<file path="config.mk">
export PLATFORM = sky130hd
export DESIGN_NAME = srms_cfg_regs
export DESIGN_NICKNAME = d
export VERILOG_FILES = /design/src/hw/rtl/srms_pkg.sv /design/src/hw/rtl/srms_cfg_regs.sv
export SDC_FILE = /design/constraint.sdc
export NUM_CORES = 1
export LEC_CHECK = 0
export ABC_CLOCK_PERIOD_IN_PS = 900
export BUFFER_PORTS_ARGS = -buffer_cell sky130_fd_sc_hd__buf_4
export CAP_MARGIN = 0
export CORE_MARGIN = 3
export CORE_UTILIZATION = 50
export CTS_CLUSTER_DIAMETER = 150
export DETAILED_ROUTE_END_ITERATION = 12
export GPL_TIMING_DRIVEN = 0
export PLACE_DENSITY = 0.87
export SLEW_MARGIN = 20
export SYNTH_ARGS = -nofsm -noshare
export SYNTH_HDL_FRONTEND = slang
export SYNTH_SLANG_ARGS = --single-unit
</file>
<file path="constraint.sdc">
create_clock -name clk_i -period 0.9 [get_ports clk_i]
set_input_delay 0.045 -clock clk_i [delete_from_list [all_inputs] [get_ports clk_i]]
set_output_delay 0.045 -clock clk_i [all_outputs]
set_load 0.02 [all_outputs]
</file>
<file path="src/hw/rtl/srms_pkg.sv">
// ----------------------------------------------------------------------------
// Swing reversal motor sequencer package
// Shared types, register codes and fixed constants of the sequencer.
// ----------------------------------------------------------------------------
package srms_pkg;

  // Event kinds carried by an input transfer.
  typedef enum logic [1:0] {
    MODE_EDGE  = 2'd0,
    MODE_INDEX = 2'd1,
    MODE_TICK  = 2'd2,
    MODE_NONE  = 2'd3
  } mode_e;

  // Sequence phases.
  typedef enum logic [1:0] {
    PH_PUMP  = 2'd0,
    PH_SWING = 2'd1,
    PH_BRAKE = 2'd2,
    PH_DONE  = 2'd3
  } phase_e;

  // Configuration register indexes.
  localparam int unsigned CfgIdxW  = 3;
  localparam int unsigned CfgDataW = 32;

  typedef enum logic [CfgIdxW-1:0] {
    REG_START_TIME    = 3'd0,
    REG_MIN_HOLD      = 3'd1,
    REG_SWING_TIMEOUT = 3'd2,
    REG_BRAKE         = 3'd3,
    REG_PUMP_TARGET   = 3'd4,
    REG_WIDE_LIMIT    = 3'd5,
    REG_INDEX_POS     = 3'd6
  } cfg_reg_e;

  // Field widths.
  localparam int unsigned TimeW     = 32;
  localparam int unsigned PosW      = 16;
  localparam int unsigned HoldW     = 16;
  localparam int unsigned LimitW    = 15;
  localparam int unsigned LockW     = 20;
  localparam int unsigned HistDepth = 5;

  localparam logic [LockW-1:0] LockMax = '1;

  // Reset values of the configuration registers and the lockout.
  localparam logic [TimeW-1:0]       StartTimeRst    = 32'd0;
  localparam logic [HoldW-1:0]       MinHoldRst      = 16'd500;
  localparam logic [HoldW-1:0]       SwingTimeoutRst = 16'd6000;
  localparam logic [HoldW-1:0]       BrakeRst        = 16'd3000;
  localparam logic signed [PosW-1:0] PumpTargetRst   = 16'sd10;
  localparam logic [LimitW-1:0]      WideLimitRst    = 15'd40;
  localparam logic signed [PosW-1:0] IndexPosRst     = 16'sd6;
  localparam logic [LockW-1:0]       LockRst         = 20'd500;

  // Pump timing: an initial hold, then a square wave of a fixed period.
  localparam logic [TimeW-1:0] StartHoldMs   = 32'd1000;
  localparam logic [TimeW-1:0] PumpPeriodMs  = 32'd1200;
  localparam logic [TimeW-1:0] PumpHalfMs    = 32'd600;
  localparam logic [TimeW-1:0] IndexSettleMs = 32'd1;

  // Quotient by the pump period: 1200 = 75 * 16, and x / 75 for a 28-bit x
  // is exact as (x * ceil(2^35 / 75)) >> 35.
  localparam int unsigned PeriodShift = 4;
  localparam int unsigned RecipW      = 29;
  localparam logic [RecipW-1:0] RecipMul = 29'd458129845;
  localparam int unsigned RecipShift  = 35;
  localparam int unsigned QuoW        = 22;
  localparam int unsigned ProdW       = TimeW - PeriodShift + RecipW;

  // Configuration as seen by the core.
  typedef struct packed {
    logic [TimeW-1:0]       start_time;
    logic [HoldW-1:0]       min_hold;
    logic [HoldW-1:0]       swing_timeout;
    logic [HoldW-1:0]       brake;
    logic signed [PosW-1:0] pump_target;
    logic [LimitW-1:0]      wide_limit;
    logic signed [PosW-1:0] index_pos;
  } cfg_t;

  // One event.
  typedef struct packed {
    mode_e            mode;
    logic [TimeW-1:0] time_ms;
    logic             index_level;
    logic             stop_pressed;
  } evt_t;

  // Event with its pump-period quotient, handed from the front to the core.
  typedef struct packed {
    logic            valid;
    evt_t            evt;
    logic [QuoW-1:0] quo;
  } item_t;

  // One result.
  typedef struct packed {
    logic                   motor_enable;
    logic                   motor_dir;
    logic                   led_swing;
    logic                   led_done;
    logic                   led_index;
    logic signed [PosW-1:0] position;
    phase_e                 phase;
    logic [LockW-1:0]       hold_time;
  } res_t;

endpackage

</file>
<file path="src/hw/rtl/srms_cfg_regs.sv">
// ----------------------------------------------------------------------------
// Sequencer configuration registers
// Write-only register file loaded through a plain write port.
// ----------------------------------------------------------------------------
module srms_cfg_regs
  import srms_pkg::*;
(
  input  logic                clk_i,
  input  logic                rst_ni,
  input  logic                cfg_we_i,
  input  logic [CfgIdxW-1:0]  cfg_idx_i,
  input  logic [CfgDataW-1:0] cfg_data_i,
  output cfg_t                cfg_o
);

  cfg_t cfg_d, cfg_q;

  // Decode the write; indexes beyond the list leave everything unchanged.
  always_comb begin
    cfg_d = cfg_q;
    if (cfg_we_i) begin
      unique case (cfg_idx_i)
        REG_START_TIME:    cfg_d.start_time    = cfg_data_i;
        REG_MIN_HOLD:      cfg_d.min_hold      = cfg_data_i[HoldW-1:0];
        REG_SWING_TIMEOUT: cfg_d.swing_timeout = cfg_data_i[HoldW-1:0];
        REG_BRAKE:         cfg_d.brake         = cfg_data_i[HoldW-1:0];
        REG_PUMP_TARGET:   cfg_d.pump_target   = $signed(cfg_data_i[PosW-1:0]);
        REG_WIDE_LIMIT:    cfg_d.wide_limit    = cfg_data_i[LimitW-1:0];
        REG_INDEX_POS:     cfg_d.index_pos     = $signed(cfg_data_i[PosW-1:0]);
        default:           cfg_d               = cfg_q;
      endcase
    end
  end

  always_ff @(posedge clk_i or negedge rst_ni) begin
    if (!rst_ni) begin
      cfg_q.start_time    <= StartTimeRst;
      cfg_q.min_hold      <= MinHoldRst;
      cfg_q.swing_timeout <= SwingTimeoutRst;
      cfg_q.brake         <= BrakeRst;
      cfg_q.pump_target   <= PumpTargetRst;
      cfg_q.wide_limit    <= WideLimitRst;
      cfg_q.index_pos     <= IndexPosRst;
    end else begin
      cfg_q <= cfg_d;
    end
  end

  assign cfg_o = cfg_q;

endmodule

</file>
==> results.tsv, run 1 <==
metric	value	unit
outcome	complete, but fails checks	
violations	negative setup slack	
reg2regPathDepth	2	
wl_per_cell	26.7	um
cts_tree	done	
grt_use_total	29.7	%
synth_area_leaders	dfrtp_1 50%, mux2_2 19%, dfstp_2 14%	
total_power	23.6	mW
yosysTopAreaCellShare	50.3	%
die_area	11300	um^2
synth_area_per_cell	18.1	um^2
cts-root-buf	clkbuf_8	
fin_skew	0	ns
internal_power	16.0	mW
slew_headroom	68.8	%
max_freq	0.800	GHz
nNetsFinal	601	
synth_mux_area_share	30.7	%
largest_reg_flops	127	
crit_chain	buf_6	
firstDrtPassIters	4	
synthesis.nets	315	
synth_compound_area_share	0	%
p_sw	7.62	mW
grt_pass1_wl	25.0	mm
synth-simple-area-share	2.46	%
cts_buffers	17	
cp-end-kind	primary output	
drc	0	
dp_cells	567	
num_antenna_cells	0	
instances_no_fill	704	
required	0.85	ns
p_leak	4.22	nW
cp_slowest_stage_delay	0.57	ns
setup_slack	-0.350	ns
io_buffer_count	160	
h-tree-depth	4	
fp.dieH	106	um
ys_types	13	
dieWidth	106	um
multi_input_area	1900	um^2
cp_slowest_cell	dfstp_2	
synth_fa_ha_area_share	0	%
yosys.area_share.xor_xnor	0	%
clock_sinks	127	
finalCriticalPeriod	1.25	ns
synth_top_family_by_area	multiplexers	
vias	3766	
syn2layout_area_growth	74.5	%
fin_util	92.3	%
rsz0062_at_grt	yes	
viasPerCell	5.35	
grt_overflow	0	
arrival	1.21	ns
synth_top_cell_by_area	dfrtp_1	
path_buf_inv	1	
gp_congestion	0.752	
setup_viol	180	
cap_violations	0	
clk_pin_slew_worst_paths	0.07	ns
grt_max_degree	68	
drv_slew	0	
syn_inst	277	
powerDensity	2690	nW/um^2
drt-initial-drc-count	130	
antenna_found_initial	0	
finalCritPeriodShare	139	%
drive_gt1_share	76.7	%
path_delay_family	flip-flops	
crit_fanout	2	
grt_pass1_vias	4150	
syn_area	5030	um^2
tightest_slew	0.468	ns
place_area	6680	um^2
share_comb_of_total_power	36.6	%
routed_wl	18.8	mm
vdd_drop_max	1740	uV
critPathKind	reg -> out	
cp_num_cells	1	
hold_violations	0	
p_clk_share	27.7	%
core-area	9500	um^2
critPathLaunchType	register	
clock_latency	0.50	ns
drtAntennaViolNets	0	
dp_hpwl	8.04	mm
fill_cells	280	
row_count	35	
io_pins	165	
fin_area	8770	um^2
clk_path_buf_depth	2	
yosysSeqAreaShare	63.9	%
hp-class	in -> async	
initial_core_util	52.9	%
regArea	3210	um^2
p_seq_share	35.7	%
p_sw_share	32.3	%
ys_seq_elements	127	
ys.warnings.count	0	
==> through the flow <==
stage	hold WS, ns	TNS [ns]	setup WS (ns)
after detailed placement	0.0626	-34.53	-0.478
after global routing	0.0377	-34.75	-0.377
after CTS	-0.0560	-27.92	-0.341
final	0.0451	-30.28	-0.350
after floorplan	-0.251	-22.07	-0.370
after global placement	0.277	-91.90	-0.534
==> timing repair <==
action	in CTS	in global routing
setup endpoints to repair	127	240
gates cloned	0	0
resized for setup	129	51
setup buffers	50	39
pin swaps	0	1
hold buffers	33	0
hold endpoints to repair	217	0
==> cell usage after synthesis <==
cell      count
buf_8         3
buf_4         1
buf_2         6
nand4b_4      2
and4bb_2      3
mux2_4       30
dfrtp_1     101
nor4b_4       1
buf_6         6
dfstp_2      26
mux2_2       84
mux2_1       13
nand4b_2      1
==> metal layers <==
layer  GRT usage (%)  wire [um]  up-vias  share of wire (%)
li1                -          -     1555                  -
met1            33.3       6860     1967                 36
met2            54.4      10100      193                 54
met3            8.44       1190       51                6.3
met4            9.44        616        0                3.3
met5               0          0        -                  0
==> final timing paths <==
kind	startpoint	to	slack, ns
max in group asynchronous	rst_ni	cfg_o[58]	0.13
max	cfg_o[72]	cfg_o[72]	-0.35
max reg2reg	cfg_o[57]	cfg_o[57]	-0.07
min in group clk_i	cfg_idx_i[2]	cfg_o[1]	0.05
min	rst_ni	cfg_o[100]	0.05
min reg2reg	cfg_o[24]	cfg_o[24]	0.54
==> power by group through the flow <==
stage	clock (mW)	sequential, mW	combinational (mW)
3_5_place_dp	0	7.99	6.00
3_3_place_gp	0	7.93	5.86
2_1_floorplan	0	9.48	1.73
5_1_grt	6.82	8.52	8.96
4_1_cts	6.34	8.12	7.67
6_report	6.53	8.43	8.65
==> placed cells by master, fill, tap and decap left out, drive strengths merged <==
cell,count
and4bb,3
nor4b,1
dlygate4sd3,33
nand4b,3
bufinv,1
dfstp,26
clkinvlp,4
mux2,127
clkbuf,18
buf,250
dfrtp,101
clkinv,8
==> cell type report <==
class                           instances  area share, %
Buffer                                 16           2.45
Clock buffer                           18           4.88
Clock inverter                         13           1.35
Multi-Input combinational cell        134           21.6
Sequential cell                       127           36.6
Tap cell                              129           1.84
Timing Repair Buffer                  267           31.2
==> cell families after synthesis <==
| kind of cell | count (synthesis) |
|---|---|
| simple gates | 7 |
| mux | 127 |
| buf+inv | 16 |
| flops | 127 |
Note: power is estimated with default switching activity, not from simulation.
==> run 2, diff against run 1 <==
--- a/config.mk
+++ b/config.mk
@@ -6,13 +6,13 @@
 export NUM_CORES = 1
 export LEC_CHECK = 0
-export ABC_CLOCK_PERIOD_IN_PS = 900
+export ABC_CLOCK_PERIOD_IN_PS = 1010
 export BUFFER_PORTS_ARGS = -buffer_cell sky130_fd_sc_hd__buf_4
 export CAP_MARGIN = 0
 export CORE_MARGIN = 3
-export CORE_UTILIZATION = 50
+export CORE_UTILIZATION = 45
 export CTS_CLUSTER_DIAMETER = 150
 export DETAILED_ROUTE_END_ITERATION = 12
 export GPL_TIMING_DRIVEN = 0
-export PLACE_DENSITY = 0.87
+export PLACE_DENSITY = 0.83
 export SLEW_MARGIN = 20
 export SYNTH_ARGS = -nofsm -noshare
==> constraint.sdc (replaced) <==
create_clock -name clk_i -period 1.01 [get_ports clk_i]
set_input_delay 0.202 -clock clk_i [delete_from_list [all_inputs] [get_ports clk_i]]
set_output_delay 0.202 -clock clk_i [all_outputs]
set_load 0.02 [all_outputs]
==> results.tsv, run 2 (same netlist as run 1, synthesis figures left out) <==
metric	value	unit	change
outcome	complete, but fails checks		unchanged
violations	negative hold slack, negative setup slack		was negative setup slack
cp_slowest_stage_delay	0.56	ns	was 0.57 ns
num_antenna_cells	0		unchanged
setup_viol	137		was 180
p_clk_share	28.2	%	was 27.7%
cap_violations	0		unchanged
path_delay_family	flip-flops		unchanged
clk_pin_slew_worst_paths	0.06	ns	was 0.07 ns
cts_tree	done		unchanged
internal_power	14.3	mW	was 16.0 mW
dp_hpwl	8.18	mm	was 8.04 mm
required	0.81	ns	was 0.85 ns
cts-root-buf	clkbuf_8		unchanged
p_sw	5.91	mW	was 7.62 mW
vdd_drop_max	1650	uV	was 1740 uV
finalCritPeriodShare	138	%	
cp-end-kind	primary output		unchanged
crit_chain	buf_6		unchanged
critPathKind	reg -> out		unchanged
finalCriticalPeriod	1.40	ns	
p_seq_share	36.3	%	was 35.7%
syn2layout_area_growth	71.1	%	was 74.5%
clock_sinks	127		unchanged
cp_num_cells	1		unchanged
vias	3485		was 3766
wl_per_cell	21.0	um	was 26.7 um
critPathLaunchType	register		unchanged
routed_wl	14.9	mm	was 18.8 mm
antenna_found_initial	0		unchanged
p_leak	4.14	nW	was 4.22 nW
fp.dieH	112	um	was 106 um
grt_pass1_wl	22.8	mm	was 25.0 mm
regToRegStartpoint	cfg_o[64]		was cfg_o[57]
layout_common_cells	139 x buf_6, 101 x buf_4, 101 x dfrtp_1, 81 x mux2_4, 46 x mux2_2		was 173 x buf_6, 101 x dfrtp_1, 92 x mux2_4, 66 x buf_4, 35 x mux2_2
initial_core_util	47.4	%	was 52.9%
io_buffer_count	160		unchanged
drv_slew	0		unchanged
grt_pass1_vias	3970		was 4150
dieWidth	112	um	was 106 um
final_common_cell	buf_6		unchanged
worst_hold_slack	-0.347	ns	was 0.0451 ns
drtAntennaViolNets	0		unchanged
crit_end	cfg_o[87]		was cfg_o[72]
cp_slowest_cell	dfstp_2		unchanged
cts_buffers	17		unchanged
max_freq	0.716	GHz	
grt_overflow	0		unchanged
grt_use_total	24.1	%	was 29.7%
clock_latency	0.51	ns	was 0.50 ns
ctsHoldBuffers	32		was 33
clk_path_buf_depth	2		unchanged
reg2regPathDepth	3		was 2
hp-class	in -> async		unchanged
largest_reg_flops	127		unchanged
row_count	37		was 35
viasPerCell	4.90		was 5.35
drive_gt1_share	75.8	%	was 76.7%
nNetsFinal	600		was 601
drc	0		unchanged
core-area	10600	um^2	was 9500 um^2
r2r_slack	-0.03	ns	was -0.07 ns
fill_cells	514		was 280
die_area	12500	um^2	was 11300 um^2
worstReg2RegEnd	cfg_o[64]		was cfg_o[57]
tns	-33.92	ns	was -30.28 ns
crit_fanout	2		unchanged
h-tree-depth	4		unchanged
arrival	1.19	ns	was 1.21 ns
grt_max_degree	66		was 68
setup_slack	-0.386	ns	was -0.350 ns
crit_start	cfg_o[87]		was cfg_o[72]
p_sw_share	29.2	%	was 32.3%
hold_violations	50		was 0
slew_headroom	61.6	%	was 68.8%
gp_congestion	0.737		was 0.752
share_comb_of_total_power	35.6	%	was 36.6%
rsz0062_at_grt	yes		unchanged
tightest_slew	0.576	ns	was 0.468 ns
io_pins	165		unchanged
path_buf_inv	1		unchanged
firstDrtPassIters	4		unchanged
fin_skew	0	ns	unchanged
powerDensity	2350	nW/um^2	was 2690 nW/um^2
drt-initial-drc-count	85		was 130
run 2: cell count changes in the layout (fill, tap and decap cells not counted), moves of 2 or more:
cell        change
clkinvlp_4      -4
buf_4          +35
clkinv_4        -5
buf_6          -34
mux2_4         -11
mux2_2         +11
clkbuf_1        +6
clkinv_2        +2
run 2: layout make-up:
type / count / area [um^2] / area share (%)
Sequential cell: 127 / 3210 / 37.3
Timing Repair Buffer: 266 / 2600 / 30.2
Multi-Input combinational cell: 134 / 1860 / 21.6
Clock buffer: 25 / 464 / 5.40
Buffer: 16 / 215 / 2.50
Tap cell: 136 / 170 / 1.98
Clock inverter: 7 / 85.1 / 0.989
run 2: power groups by stage:
stage          registers (mW)  logic (mW)  clock network, mW
2_1_floorplan            8.45        1.54                  0
3_3_place_gp             7.07        5.23                  0
3_5_place_dp             7.13        5.34                  0
4_1_cts                  7.25        6.71               5.78
5_1_grt                  7.45        7.51               6.07
6_report                 7.34        7.19               5.70
run 2: worst min-delay path by stage:
| stage | startpoint | endpoint | slack [ns] |
|---|---|---|---|
| 6_report | rst_ni | cfg_o[15] | -0.35 |
| 5_1_grt | rst_ni | cfg_o[15] | -0.31 |
| 4_1_cts | rst_ni | cfg_o[6] | -0.33 |
| 3_5_place_dp | rst_ni | cfg_o[6] | 0.23 |
| 3_3_place_gp | cfg_data_i[27] | cfg_o[122] | 0.43 |
| 2_1_floorplan | rst_ni | cfg_o[0] | -0.09 |
run 2: metal layers:
metal,up-vias,part of all wire (%),GRT usage (%)
met1,1768,38,27.6
li1,1557,-,-
met4,0,2.2,9.49
met5,-,0,0
met3,28,6.3,7.17
met2,132,54,42.2
run 2: through the flow:
stage / area, um^2 / utilization (%) / setup WS, ns / total power [mW] / instances
3_5_place_dp: 6690 / 63.1 / -0.600 / 12.5 / 574
5_1_grt: 8600 / 81.1 / -0.417 / 21.0 / 711
3_3_place_gp: 6660 / 62.8 / -0.591 / 12.3 / 573
6_report: 8600 / 81.1 / -0.386 / 20.2 / 711
4_1_cts: 8370 / 79.0 / -0.405 / 19.7 / 683
2_1_floorplan: 5280 / - / -0.417 / 9.99 / 277
run 2: repair_timing:
action,4_1_cts,5_1_grt
gates resized for setup,127,5
pin swaps,1,0
setup endpoints to repair,152,127
hold endpoints to repair,177,50
buffers inserted,45,28
