### src/hw/rtl/srms_pkg.sv
// ----------------------------------------------------------------------------
// Swing reversal motor sequencer package
// Shared types, register codes and fixed constants of the sequencer.
// ----------------------------------------------------------------------------
package srms_pkg;

  // Event kinds carried by an input transfer.
  typedef enum logic [1:0] {
    MODE_EDGE  = 2'd0,
    MODE_INDEX = 2'd1,
    MODE_TICK  = 2'd2,
    MODE_NONE  = 2'd3
  } mode_e;

  // Sequence phases.
  typedef enum logic [1:0] {
    PH_PUMP  = 2'd0,
    PH_SWING = 2'd1,
    PH_BRAKE = 2'd2,
    PH_DONE  = 2'd3
  } phase_e;

  // Configuration register indexes.
  localparam int unsigned CfgIdxW  = 3;
  localparam int unsigned CfgDataW = 32;

  typedef enum logic [CfgIdxW-1:0] {
    REG_START_TIME    = 3'd0,
    REG_MIN_HOLD      = 3'd1,
    REG_SWING_TIMEOUT = 3'd2,
    REG_BRAKE         = 3'd3,
    REG_PUMP_TARGET   = 3'd4,
    REG_WIDE_LIMIT    = 3'd5,
    REG_INDEX_POS     = 3'd6
  } cfg_reg_e;

  // Field widths.
  localparam int unsigned TimeW     = 32;
  localparam int unsigned PosW      = 16;
  localparam int unsigned HoldW     = 16;
  localparam int unsigned LimitW    = 15;
  localparam int unsigned LockW     = 20;
  localparam int unsigned HistDepth = 5;

  localparam logic [LockW-1:0] LockMax = '1;

  // Reset values of the configuration registers and the lockout.
  localparam logic [TimeW-1:0]       StartTimeRst    = 32'd0;
  localparam logic [HoldW-1:0]       MinHoldRst      = 16'd500;
  localparam logic [HoldW-1:0]       SwingTimeoutRst = 16'd6000;
  localparam logic [HoldW-1:0]       BrakeRst        = 16'd3000;
  localparam logic signed [PosW-1:0] PumpTargetRst   = 16'sd10;
  localparam logic [LimitW-1:0]      WideLimitRst    = 15'd40;
  localparam logic signed [PosW-1:0] IndexPosRst     = 16'sd6;
  localparam logic [LockW-1:0]       LockRst         = 20'd500;

  // Pump timing: an initial hold, then a square wave of a fixed period.
  localparam logic [TimeW-1:0] StartHoldMs   = 32'd1000;
  localparam logic [TimeW-1:0] PumpPeriodMs  = 32'd1200;
  localparam logic [TimeW-1:0] PumpHalfMs    = 32'd600;
  localparam logic [TimeW-1:0] IndexSettleMs = 32'd1;

  // Quotient by the pump period: 1200 = 75 * 16, and x / 75 for a 28-bit x
  // is exact as (x * ceil(2^35 / 75)) >> 35.
  localparam int unsigned PeriodShift = 4;
  localparam int unsigned RecipW      = 29;
  localparam logic [RecipW-1:0] RecipMul = 29'd458129845;
  localparam int unsigned RecipShift  = 35;
  localparam int unsigned QuoW        = 22;
  localparam int unsigned ProdW       = TimeW - PeriodShift + RecipW;

  // Configuration as seen by the core.
  typedef struct packed {
    logic [TimeW-1:0]       start_time;
    logic [HoldW-1:0]       min_hold;
    logic [HoldW-1:0]       swing_timeout;
    logic [HoldW-1:0]       brake;
    logic signed [PosW-1:0] pump_target;
    logic [LimitW-1:0]      wide_limit;
    logic signed [PosW-1:0] index_pos;
  } cfg_t;

  // One event.
  typedef struct packed {
    mode_e            mode;
    logic [TimeW-1:0] time_ms;
    logic             index_level;
    logic             stop_pressed;
  } evt_t;

  // Event with its pump-period quotient, handed from the front to the core.
  typedef struct packed {
    logic            valid;
    evt_t            evt;
    logic [QuoW-1:0] quo;
  } item_t;

  // One result.
  typedef struct packed {
    logic                   motor_enable;
    logic                   motor_dir;
    logic                   led_swing;
    logic                   led_done;
    logic                   led_index;
    logic signed [PosW-1:0] position;
    phase_e                 phase;
    logic [LockW-1:0]       hold_time;
  } res_t;

endpackage

### src/hw/rtl/srms_core.sv
// ----------------------------------------------------------------------------
// Sequencer core
// Holds the sequencer state, applies one event per cycle while the result
// register can take it, and registers the resulting motor outputs.
// ----------------------------------------------------------------------------
module srms_core
  import srms_pkg::*;
#(
  parameter int unsigned INTERVAL_BITS = 16
) (
  input  logic  clk_i,
  input  logic  rst_ni,
  input  cfg_t  cfg_i,
  input  item_t item_i,
  output logic  item_ready_o,
  output logic  res_valid_o,
  input  logic  res_ready_i,
  output res_t  res_o
);

  localparam int unsigned IntW  = INTERVAL_BITS;
  localparam int unsigned SumW  = IntW + 4;
  localparam int unsigned WideW = (SumW > LockW) ? SumW : LockW;
  localparam logic [IntW-1:0] IntCap = '1;

  // State.
  logic [PosW-1:0]  pos_q, pos_d;
  logic             dir_q, dir_d;
  logic             pin_q, pin_d;
  logic [IntW-1:0]  hist_q [HistDepth];
  logic [IntW-1:0]  hist_d [HistDepth];
  logic [TimeW-1:0] last_edge_q, last_edge_d;
  logic [TimeW-1:0] last_rev_q, last_rev_d;
  logic [LockW-1:0] lock_q, lock_d;
  phase_e           phase_q, phase_d;
  logic             pend_q, pend_d;
  logic [TimeW-1:0] idx_time_q, idx_time_d;
  logic [TimeW-1:0] brake_start_q, brake_start_d;
  logic             enable_q, enable_d;
  logic [2:0]       lamp_q, lamp_d;
  logic             res_valid_q;
  res_t             res_q, res_d;

  logic             fire;
  logic [TimeW-1:0] now;
  logic [TimeW-1:0] edge_gap;
  logic [IntW-1:0]  gap_sat;
  logic [SumW-1:0]  decel_lhs;
  logic [SumW-1:0]  decel_rhs;
  logic [WideW-1:0] late_x3;
  logic [LockW-1:0] lock_sat;
  logic [LockW-1:0] lock_wide;
  logic [PosW-1:0]  pos_step;
  logic signed [PosW:0] pos_ext;
  logic signed [PosW:0] lim_ext;
  logic             swing_wide;
  logic             reverse;
  logic [TimeW-1:0] period_rem;
  logic             pump_high;
  logic             pump_hold;
  logic             pump_below;
  logic             swing_expired;
  logic             brake_expired;
  logic             index_settled;

  // A result register parts the two sides; an event is applied on transfer.
  assign item_ready_o = !res_valid_q || res_ready_i;
  assign fire         = item_i.valid && item_ready_o;
  assign now          = item_i.evt.time_ms;

  // Encoder edge: saturated interval and the shifted history.
  assign edge_gap = now - last_edge_q;
  assign gap_sat  = (edge_gap > TimeW'(IntCap)) ? IntCap : IntW'(edge_gap);

  always_comb begin
    for (int k = 0; k < HistDepth - 1; k++) begin
      hist_d[k] = hist_q[k];
    end
    hist_d[HistDepth-1] = hist_q[HistDepth-1];
    if (fire && item_i.evt.mode == MODE_EDGE) begin
      for (int k = 0; k < HistDepth - 1; k++) begin
        hist_d[k] = hist_q[k+1];
      end
      hist_d[HistDepth-1] = gap_sat;
    end
  end

  // Deceleration test on the shifted history: 5*early + 2 <= 2*late.
  assign decel_lhs = (SumW'(hist_q[1]) + SumW'(hist_q[2])) * SumW'(5) + SumW'(2);
  assign decel_rhs = (SumW'(hist_q[3]) + SumW'(hist_q[4]) + SumW'(gap_sat)) << 1;

  // Adaptive lockout from the late intervals, clamped to the 20-bit range
  // and to the configured minimum.
  assign late_x3   = (WideW'(hist_q[3]) + WideW'(hist_q[4]) + WideW'(gap_sat)) * WideW'(3);
  assign lock_sat  = (late_x3 > WideW'(LockMax)) ? LockMax : LockW'(late_x3);
  assign lock_wide = (lock_sat < LockW'(cfg_i.min_hold)) ? LockW'(cfg_i.min_hold) : lock_sat;

  // Position after the step and the wide-swing test on it.
  assign pos_step   = dir_q ? pos_q + PosW'(1) : pos_q - PosW'(1);
  assign pos_ext    = $signed({pos_step[PosW-1], pos_step});
  assign lim_ext    = $signed({2'b00, cfg_i.wide_limit});
  assign swing_wide = (pos_ext > lim_ext) || (pos_ext < -lim_ext);
  assign reverse    = ((now - last_rev_q) > TimeW'(lock_q)) && (decel_lhs <= decel_rhs);

  // Pump square wave: remainder of the timestamp by the period.
  assign period_rem = now - TimeW'(item_i.quo) * PumpPeriodMs;
  assign pump_high  = period_rem > PumpHalfMs;
  assign pump_hold  = (now - cfg_i.start_time) < StartHoldMs;
  assign pump_below = $signed(pos_q) < cfg_i.pump_target;

  // Phase timers and index debounce.
  assign swing_expired = (now - last_rev_q) > TimeW'(cfg_i.swing_timeout);
  assign brake_expired = (now - brake_start_q) > TimeW'(cfg_i.brake);
  assign index_settled = pend_q && ((now - idx_time_q) > IndexSettleMs);

  // Next state for one event.
  always_comb begin
    pos_d         = pos_q;
    dir_d         = dir_q;
    pin_d         = pin_q;
    last_edge_d   = last_edge_q;
    last_rev_d    = last_rev_q;
    lock_d        = lock_q;
    phase_d       = phase_q;
    pend_d        = pend_q;
    idx_time_d    = idx_time_q;
    brake_start_d = brake_start_q;
    enable_d      = enable_q;
    lamp_d        = lamp_q;
    if (fire) begin
      unique case (item_i.evt.mode)
        MODE_EDGE: begin
          pos_d = pos_step;
          if (reverse) begin
            lock_d     = swing_wide ? lock_wide : LockW'(cfg_i.min_hold);
            dir_d      = ~dir_q;
            pin_d      = ~pin_q;
            last_rev_d = now;
          end
          last_edge_d = now;
        end
        MODE_INDEX: begin
          if (item_i.evt.index_level) begin
            lamp_d[0]  = ~lamp_q[0];
            pend_d     = 1'b1;
            idx_time_d = now;
          end
        end
        MODE_TICK: begin
          unique case (phase_q)
            PH_PUMP: begin
              if (pump_below) begin
                pin_d = pump_hold ? 1'b0 : pump_high;
              end else begin
                phase_d    = PH_SWING;
                last_rev_d = last_edge_q;
                lamp_d[1]  = 1'b1;
              end
            end
            PH_SWING: begin
              if (swing_expired) begin
                phase_d       = PH_BRAKE;
                dir_d         = ~dir_d;
                pin_d         = ~pin_d;
                lamp_d[1]     = 1'b0;
                brake_start_d = now;
              end
            end
            PH_BRAKE: begin
              if (brake_expired) begin
                phase_d   = PH_DONE;
                enable_d  = 1'b0;
                pin_d     = 1'b0;
                lamp_d[2] = 1'b1;
              end
            end
            PH_DONE: begin
              phase_d = PH_DONE;
            end
            default: begin
              phase_d = phase_q;
            end
          endcase
          // Debounced index preset.
          if (index_settled) begin
            if (item_i.evt.index_level) begin
              pos_d = cfg_i.index_pos;
            end
            pend_d = 1'b0;
          end
          // The stop switch starts braking anew in any phase.
          if (item_i.evt.stop_pressed) begin
            phase_d       = PH_BRAKE;
            dir_d         = ~dir_d;
            pin_d         = ~pin_d;
            lamp_d[1]     = 1'b0;
            brake_start_d = now;
          end
        end
        default: begin
          pos_d = pos_q;
        end
      endcase
    end
  end

  // Result fields from the updated state.
  always_comb begin
    res_d.motor_enable = enable_d;
    res_d.motor_dir    = pin_d;
    res_d.led_swing    = lamp_d[1];
    res_d.led_done     = lamp_d[2];
    res_d.led_index    = lamp_d[0];
    res_d.position     = $signed(pos_d);
    res_d.phase        = phase_d;
    res_d.hold_time    = lock_d;
  end

  // State registers.
  always_ff @(posedge clk_i or negedge rst_ni) begin
    if (!rst_ni) begin
      pos_q         <= '0;
      dir_q         <= 1'b0;
      pin_q         <= 1'b0;
      for (int k = 0; k < HistDepth; k++) begin
        hist_q[k] <= '0;
      end
      last_edge_q   <= '0;
      last_rev_q    <= '0;
      lock_q        <= LockRst;
      phase_q       <= PH_PUMP;
      pend_q        <= 1'b0;
      idx_time_q    <= '0;
      brake_start_q <= '0;
      enable_q      <= 1'b1;
      lamp_q        <= '0;
    end else begin
      pos_q         <= pos_d;
      dir_q         <= dir_d;
      pin_q         <= pin_d;
      for (int k = 0; k < HistDepth; k++) begin
        hist_q[k] <= hist_d[k];
      end
      last_edge_q   <= last_edge_d;
      last_rev_q    <= last_rev_d;
      lock_q        <= lock_d;
      phase_q       <= phase_d;
      pend_q        <= pend_d;
      idx_time_q    <= idx_time_d;
      brake_start_q <= brake_start_d;
      enable_q      <= enable_d;
      lamp_q        <= lamp_d;
    end
  end

  // Result register.
  always_ff @(posedge clk_i or negedge rst_ni) begin
    if (!rst_ni) begin
      res_valid_q <= 1'b0;
    end else if (item_ready_o) begin
      res_valid_q <= item_i.valid;
    end
  end

  always_ff @(posedge clk_i) begin
    if (fire) begin
      res_q <= res_d;
    end
  end

  assign res_valid_o = res_valid_q;
  assign res_o       = res_q;

endmodule

### config.mk
export PLATFORM = sky130hd
export DESIGN_NAME = srms_core
export DESIGN_NICKNAME = d
export VERILOG_FILES = /design/src/hw/rtl/srms_pkg.sv /design/src/hw/rtl/srms_core.sv
export SDC_FILE = /design/constraint.sdc
export NUM_CORES = 1
export LEC_CHECK = 0
export BUFFER_PORTS_ARGS = -buffer_cell sky130_fd_sc_hd__buf_2
export CORE_ASPECT_RATIO = 1.5
export CORE_UTILIZATION = 66
export CTS_CLUSTER_DIAMETER = 150
export DETAILED_ROUTE_END_ITERATION = 10
export PLACE_DENSITY = 0.86
export SYNTH_ARGS = -nofsm -noshare
export SYNTH_HDL_FRONTEND = slang
export SYNTH_SLANG_ARGS = --single-unit
### constraint.sdc
create_clock -name clk_i -period 23.7 [get_ports clk_i]
set_input_delay 0 -clock clk_i [delete_from_list [all_inputs] [get_ports clk_i]]
set_output_delay 0 -clock clk_i [all_outputs]
set_load 0.05 [all_outputs]
==> impl_metrics.json, run 1 <==
{
  "status": "finished clean",
  "synth-seq-area-share_pct": 22.75,
  "synth_nets": 4564,
  "ir_worst_vdd_mv": 0.1495,
  "crit_slowest_cell": "o32ai_4",
  "ys_ff_latch": 281,
  "powerDensity_nw_per_um2": 149.0,
  "synthFlopType": "dfrtp_1",
  "cp_common_cell": "inv_1",
  "worstPathRequired_ns": 24.02,
  "ys_warn_count": 0,
  "synthMuxAreaShare_pct": 5.304,
  "combPwrFrac_pct": 76.4,
  "sequentialPowerShare_pct": 13.9,
  "clkTransAtPathRegs_ns": 0.06,
  "utilization_pct": 74.37,
  "first_pass_iters": 6,
  "drc": 0,
  "async_flop_share_pct": 84.70,
  "cts_made_buffers": 30,
  "fin_nets": 4836,
  "diodes": 0,
  "cts_buffer_depth": 3,
  "syn_inst": 3831,
  "min_period_ns": 10.64,
  "setup.worst_path.start_class": "register",
  "synth_edf_count": 43,
  "fin_setup_tns_ns": 0,
  "ant_nets": 0,
  "whs_ns": 0.07021,
  "grt_max_degree": 112,
  "drtIter0Drc": 1845,
  "switching_share_pct": 51.08,
  "dp_slack_ns": 13.32,
  "hold_path_class": "primary input to async pin",
  "dieArea_um2": 49220,
  "num_vias": 30060,
  "synth_compound_area_share_pct": 20.95,
  "row_count": 98,
  "first_global_vias": 30140,
  "wire_per_inst_um": 19.91,
  "clock_sinks": 281,
  "timing.fmax_ghz": 0.09401,
  "maxSlewViolCount": 0,
  "max_stage_delay_ns": 0.96,
  "cts_tree": "done",
  "timing.final.crit_share_pct": 44.88,
  "h-tree-depth": 1,
  "dp_hpwl_mm": 71.61,
  "antenna_found_initial": 0,
  "yosys.area_share.simple_pct": 16.10,
  "drive_gt1_share_pct": 10.06,
  "tightest_slew_ns": 1.193,
  "overflow": 0,
  "critPathCaptureType": "register",
  "die_w_um": 181.5,
  "critPathMaxFanout": 32,
  "setup-violations-final": 0,
  "p_clk_share_pct": 9.7,
  "slew_headroom_pct": 19.65,
  "timing.final.ws_setup_ns": 13.06,
  "wl_mm": 94.12,
  "syn_avg_cell_area_um2": 8.325,
  "synth_adder_area_share_pct": 22.79,
  "ios": 234,
  "p_switching_mw": 2.699,
  "synth_xor_xnor_area_share_pct": 5.343,
  "vias_per_cell": 6.359,
  "power.internal_mw": 2.585,
  "grt_setup_unrepaired": "false",
  "floorplan.initialDensity_pct": 66.86,
  "portBuffers": 233,
  "path_class": "register to register",
  "clk_latency_ns": 0.62,
  "area_delta_synth_final_pct": 11.22,
  "die_h_um": 271.2,
  "core-area_um2": 47700,
  "clock-root-buffer": "clkbuf_16",
  "netlist_area_um2": 31890,
  "cts_setup_buffers": 0,
  "synth_cell_types": 93,
  "globalplace.congestion": 1.022,
  "most-common-layout-cells": "ha_1 (484), inv_1 (482), nand2_1 (377)",
  "synth_top_family_by_area": "adder cells",
  "grt_use_total_pct": 37.75,
  "fin_worst_skew_ns": 0.03506,
  "maxCapViolCount": 0,
  "grt_pass1_wl_mm": 148.6,
  "power_leakage_nw": 17.57,
  "cp.arrival_ns": 10.95,
  "final_common_cell": "ha_1",
  "hold_viol": 0
}
## timing repair
item | CTS | global route
hold buffers | 79 | 0
resized for setup | 0 | 0
endpoints found under the hold margin | 295 | 0
## per-stage QoR
stage	std cells	total power, mW	area (µm²)
finish	4727	5.285	35470
global route	4727	5.701	35470
CTS	4727	5.182	35470
detailed placement	4592	4.621	33610
global placement	4592	4.519	33610
floorplan	3831	3.694	31890
## layout make-up
| type | count | area (µm²) |
|---|---|---|
| Multi-Input combinational cell | 2982 | 22520 |
| Fill cell | 3516 | 12230 |
| Sequential cell | 281 | 7256 |
| Timing Repair Buffer | 325 | 2064 |
| Inverter | 483 | 1813 |
| Clock buffer | 42 | 889.6 |
| Tap cell | 600 | 750.7 |
| Clock inverter | 14 | 180.2 |
## worst max-delay path: cells and delay by family (launching register included)
family / cells / cell delay, ns
AOI/OAI and AO/OA: 22 / 6.29
adders and majority gates: 7 / 1.98
buffers and inverters: 6 / 0.70
and+or+nand+nor: 2 / 0.56
DFF: 1 / 0.40
muxes: 1 / 0.29
xor gates and xnor gates: 1 / 0.10
## kinds of logic after synthesis
logic type / count (synthesis)
simple gates: 1059
compound gates: 1024
buf+inv: 568
fa+ha+maj: 545
flops: 281
xor+xnor: 193
mux: 161
## state kept, by name, summed over array words and instances, names as in the netlist
name / flops
brake_start_q: 32
dir_q: 1
enable_q: 1
hist_q: 64
idx_time_q: 32
lamp_q: 3
last_edge_q: 32
last_rev_q: 32
lock_q: 20
pend_q: 1
phase_q: 2
pin_q: 1
pos_q: 16
res_o: 43
res_valid_o: 1
## path summary, 6_finish.rpt
| kind | from | to | slack, ns | depth (start not counted) |
|---|---|---|---|---|
| setup / recovery | last_edge_q[0] | res_o[11] | 13.06 | 39 |
| hold / removal | rst_ni | hist_q[46] | 0.07 | 2 |
| setup reg to reg | last_edge_q[0] | res_o[11] | 13.06 | 39 |
| hold reg to reg | hist_q[54] | hist_q[54] | 0.47 | 2 |
| max in group asynchronous | rst_ni | last_rev_q[14] | 22.19 | 3 |
| min in group clk_i | res_ready_i | dir_q | 0.16 | 5 |
## cell usage after synthesis (18+ instances only)
master,count,area share (%)
fa_1,60,3.8
nand2b_1,62,1.2
nor4_1,23,0.45
edfxtp_1,43,4.0
nor2b_1,45,0.88
and2_1,25,0.49
mux2i_1,97,3.0
xor2_1,74,2.0
ha_1,484,19
nand4_1,54,1.1
o211ai_1,29,0.68
or3_1,24,0.47
nand3_1,78,1.2
o21ai_0,221,3.5
a211oi_1,30,0.71
nand2_1,379,4.5
dfrtp_1,231,18
nor2_1,203,2.4
a2111oi_0,18,0.49
a21o_1,112,2.6
inv_1,483,5.7
o31ai_1,20,0.47
mux2_2,64,2.3
or2_2,18,0.35
nor3_1,50,0.78
clkbuf_1,68,0.80
a31oi_1,55,1.1
a21oi_1,264,4.1
o21a_1,57,1.3
o21bai_1,28,0.66
and3_1,32,0.63
xnor2_1,118,3.2
## per-layer routing
metal  wire length (µm)  vias up  GRT usage (%)
met5                  0        -              0
met4               8776        0          31.51
met3               5417      444          4.736
met2              46070     1200          67.43
met1              33850    14170          39.43
li1                   -    14240              -
## power by group through the flow
stage,registers [mW],clock network [mW],logic (mW)
6_report,0.733,0.512,4.04
5_1_grt,0.744,0.536,4.42
4_1_cts,0.728,0.516,3.94
3_5_place_dp,0.734,0,3.89
3_3_place_gp,0.729,0,3.79
2_1_floorplan,0.769,0,2.92
No activity file was read; power rests on OpenSTA's default activity.
==> inputs of run 2 (changes only) <==
--- a/config.mk
+++ b/config.mk
@@ -7,10 +7,10 @@
 export LEC_CHECK = 0
 export BUFFER_PORTS_ARGS = -buffer_cell sky130_fd_sc_hd__buf_2
 export CORE_ASPECT_RATIO = 1.5
-export CORE_UTILIZATION = 66
+export CORE_UTILIZATION = 63
 export CTS_CLUSTER_DIAMETER = 150
 export DETAILED_ROUTE_END_ITERATION = 10
-export PLACE_DENSITY = 0.86
+export PLACE_DENSITY = 0.83
 export SYNTH_ARGS = -nofsm -noshare
 export SYNTH_HDL_FRONTEND = slang
 export SYNTH_SLANG_ARGS = --single-unit
==> constraint.sdc (replaced) <==
create_clock -name clk_i -period 11.1 [get_ports clk_i]
set_input_delay 0 -clock clk_i [delete_from_list [all_inputs] [get_ports clk_i]]
set_output_delay 0 -clock clk_i [all_outputs]
set_load 0.05 [all_outputs]
==> run 2 against run 1 <==
Via count is essentially flat. Total power grew 120%. First-iteration DRC count grew 9.1%. Die area grew 4.7%. Critical path type unchanged.
==> impl_metrics.json, run 2 (same netlist as run 1, synthesis figures left out) <==
{
  "grt_use_total_pct": 37.38,
  "overflow": 0,
  "combPwrFrac_pct": 76.5,
  "switching_share_pct": 51.33,
  "cp.arrival_ns": 10.67,
  "dieArea_um2": 51540,
  "timing.fmax_ghz": 0.09619,
  "use_met1_pct": 39.73,
  "sequentialPowerShare_pct": 13.8,
  "maxCapViolCount": 0,
  "slew_headroom_pct": 19.16,
  "grt-busiest-layer": "met2",
  "fin_nets": 4843,
  "hold_path_class": "primary input to async pin",
  "drive_gt1_share_pct": 10.28,
  "min_period_ns": 10.40,
  "ir_worst_vdd_mv": 0.3491,
  "clock-root-buffer": "clkbuf_16",
  "power.internal_mw": 5.542,
  "fin_setup_tns_ns": 0,
  "core-area_um2": 49800,
  "die_h_um": 277.6,
  "row_count": 100,
  "cts_made_buffers": 31,
  "grt_pass1_wl_mm": 152.3,
  "antenna_found_initial": 1,
  "cts_tree": "done",
  "grt_setup_unrepaired": "false",
  "clk_latency_ns": 0.63,
  "globalplace.congestion": 1.004,
  "setup.worst_path.start_class": "register",
  "cts_buffer_depth": 3,
  "wire_per_inst_um": 20.00,
  "most-common-layout-cells": "ha_1 (484), inv_1 (482), nand2_1 (377)",
  "status": "finished clean",
  "fin_worst_skew_ns": 0.02768,
  "clkTransAtPathRegs_ns": 0.06,
  "tightest_slew_ns": 1.209,
  "max_stage_delay_ns": 0.57,
  "path_class": "register to register",
  "powerDensity_nw_per_um2": 319.8,
  "drc": 0,
  "die_w_um": 185.7,
  "critPathCaptureType": "register",
  "crit_slowest_cell": "o2111a_1",
  "vias_per_cell": 6.259,
  "portBuffers": 233,
  "whs_ns": 0.05294,
  "num_vias": 30040,
  "first_global_vias": 30140,
  "final_common_cell": "ha_1",
  "first_pass_iters": 6,
  "ant_nets": 0,
  "p_switching_mw": 5.845,
  "critPathMaxFanout": 16,
  "h-tree-depth": 1,
  "clock_sinks": 281,
  "maxSlewViolCount": 0,
  "wl_mm": 95.97,
  "dp_hpwl_mm": 73.32,
  "hold_viol": 0,
  "timing.final.crit_share_pct": 93.66,
  "setup-violations-final": 0,
  "grtUsageMet2_pct": 65.82,
  "worstPathRequired_ns": 11.38,
  "grt_max_degree": 112,
  "path_buf_inv": 5,
  "power_leakage_nw": 17.60,
  "largest_reg_flops": 64,
  "power_mw": 11.39,
  "drtIter0Drc": 2012,
  "p_clk_share_pct": 9.8,
  "cp_top_family": "compound AO/OA/AOI/OAI gates",
  "regMostFlops": "hist_q",
  "area_delta_synth_final_pct": 11.65,
  "grtUsageMet3_pct": 5.225,
  "ios": 234,
  "floorplan.initialDensity_pct": 64.04
}
==> run 2: cell count changes in the layout (fill, tap and decap cells not counted), moves of 2 or more <==
cell,before,now
buf_4,13,19
clkinv_4,0,3
clkinv_2,6,4
clkbuf_1,6,4
clkbuf_16,33,31
clkinvlp_4,2,5
==> run 2: final timing paths <==
kind / end / cells past startpoint / slack [ns] / from
setup / recovery: res_o[9] / 41 / 0.70 / last_edge_q[0]
hold / removal: brake_start_q[12] / 2 / 0.05 / rst_ni
setup reg to reg: res_o[9] / 41 / 0.70 / last_edge_q[0]
hold reg to reg: lamp_q[2] / 1 / 0.47 / lamp_q[2]
max in group asynchronous: hist_q[46] / 3 / 9.58 / rst_ni
min in group clk_i: dir_q / 5 / 0.13 / res_ready_i
==> run 2: timing repair <==
action                    in CTS  in global routing
setup buffers                  0                  0
resized for setup              0                  0
hold endpoints to repair     280                  0
hold buffers                  79                  0
==> run 2: through the flow <==
stage,util [%],cell area (µm²),instances,worst slack (ns)
finish,71.51,35610,4799,0.7037
global route,71.51,35610,4799,0.05244
CTS,71.50,35610,4798,0.9680
detailed placement,67.74,33730,4661,1.087
global placement,67.74,33730,4661,1.360
floorplan,-,31890,3831,2.219
==> run 2: power groups by stage <==
stage | Sequential, mW | Clock, mW | Combinational (mW)
after floorplan | 1.64 | 0 | 6.25
after global placement | 1.57 | 0 | 8.14
after detailed placement | 1.57 | 0 | 8.34
after CTS | 1.56 | 1.12 | 8.47
after global routing | 1.60 | 1.16 | 9.59
final | 1.57 | 1.11 | 8.71
==> run 2: cell type report <==
class                           instances  area, µm²
Fill cell                            3963      14190
Tap cell                              663      829.5
Clock inverter                         20      247.7
Timing Repair Buffer                  331       2110
Multi-Input combinational cell       2982      22520
Clock buffer                           38      832.0
Inverter                              483       1813
Sequential cell                       281       7256
Antenna cell                            1      2.502
==> run 2: worst register-to-register path: cells and delay by family, from the launching register on <==
kind	cells	cell delay, ns
AO/OA/AOI/OAI	22	5.46
XOR/XNOR	3	0.56
adder cells (fa/ha/maj)	7	2.11
buffers and inverters	5	0.61
flip-flops	1	0.37
multiplexers	1	0.27
AND/OR/NAND/NOR	3	0.68
==> run 2: routing by layer <==
layer | share of wire [%] | vias to the layer above
met3 | 5.9 | 396
met5 | 0 | -
met2 | 50 | 1198
met4 | 8.8 | 0
li1 | - | 14270
met1 | 36 | 14180
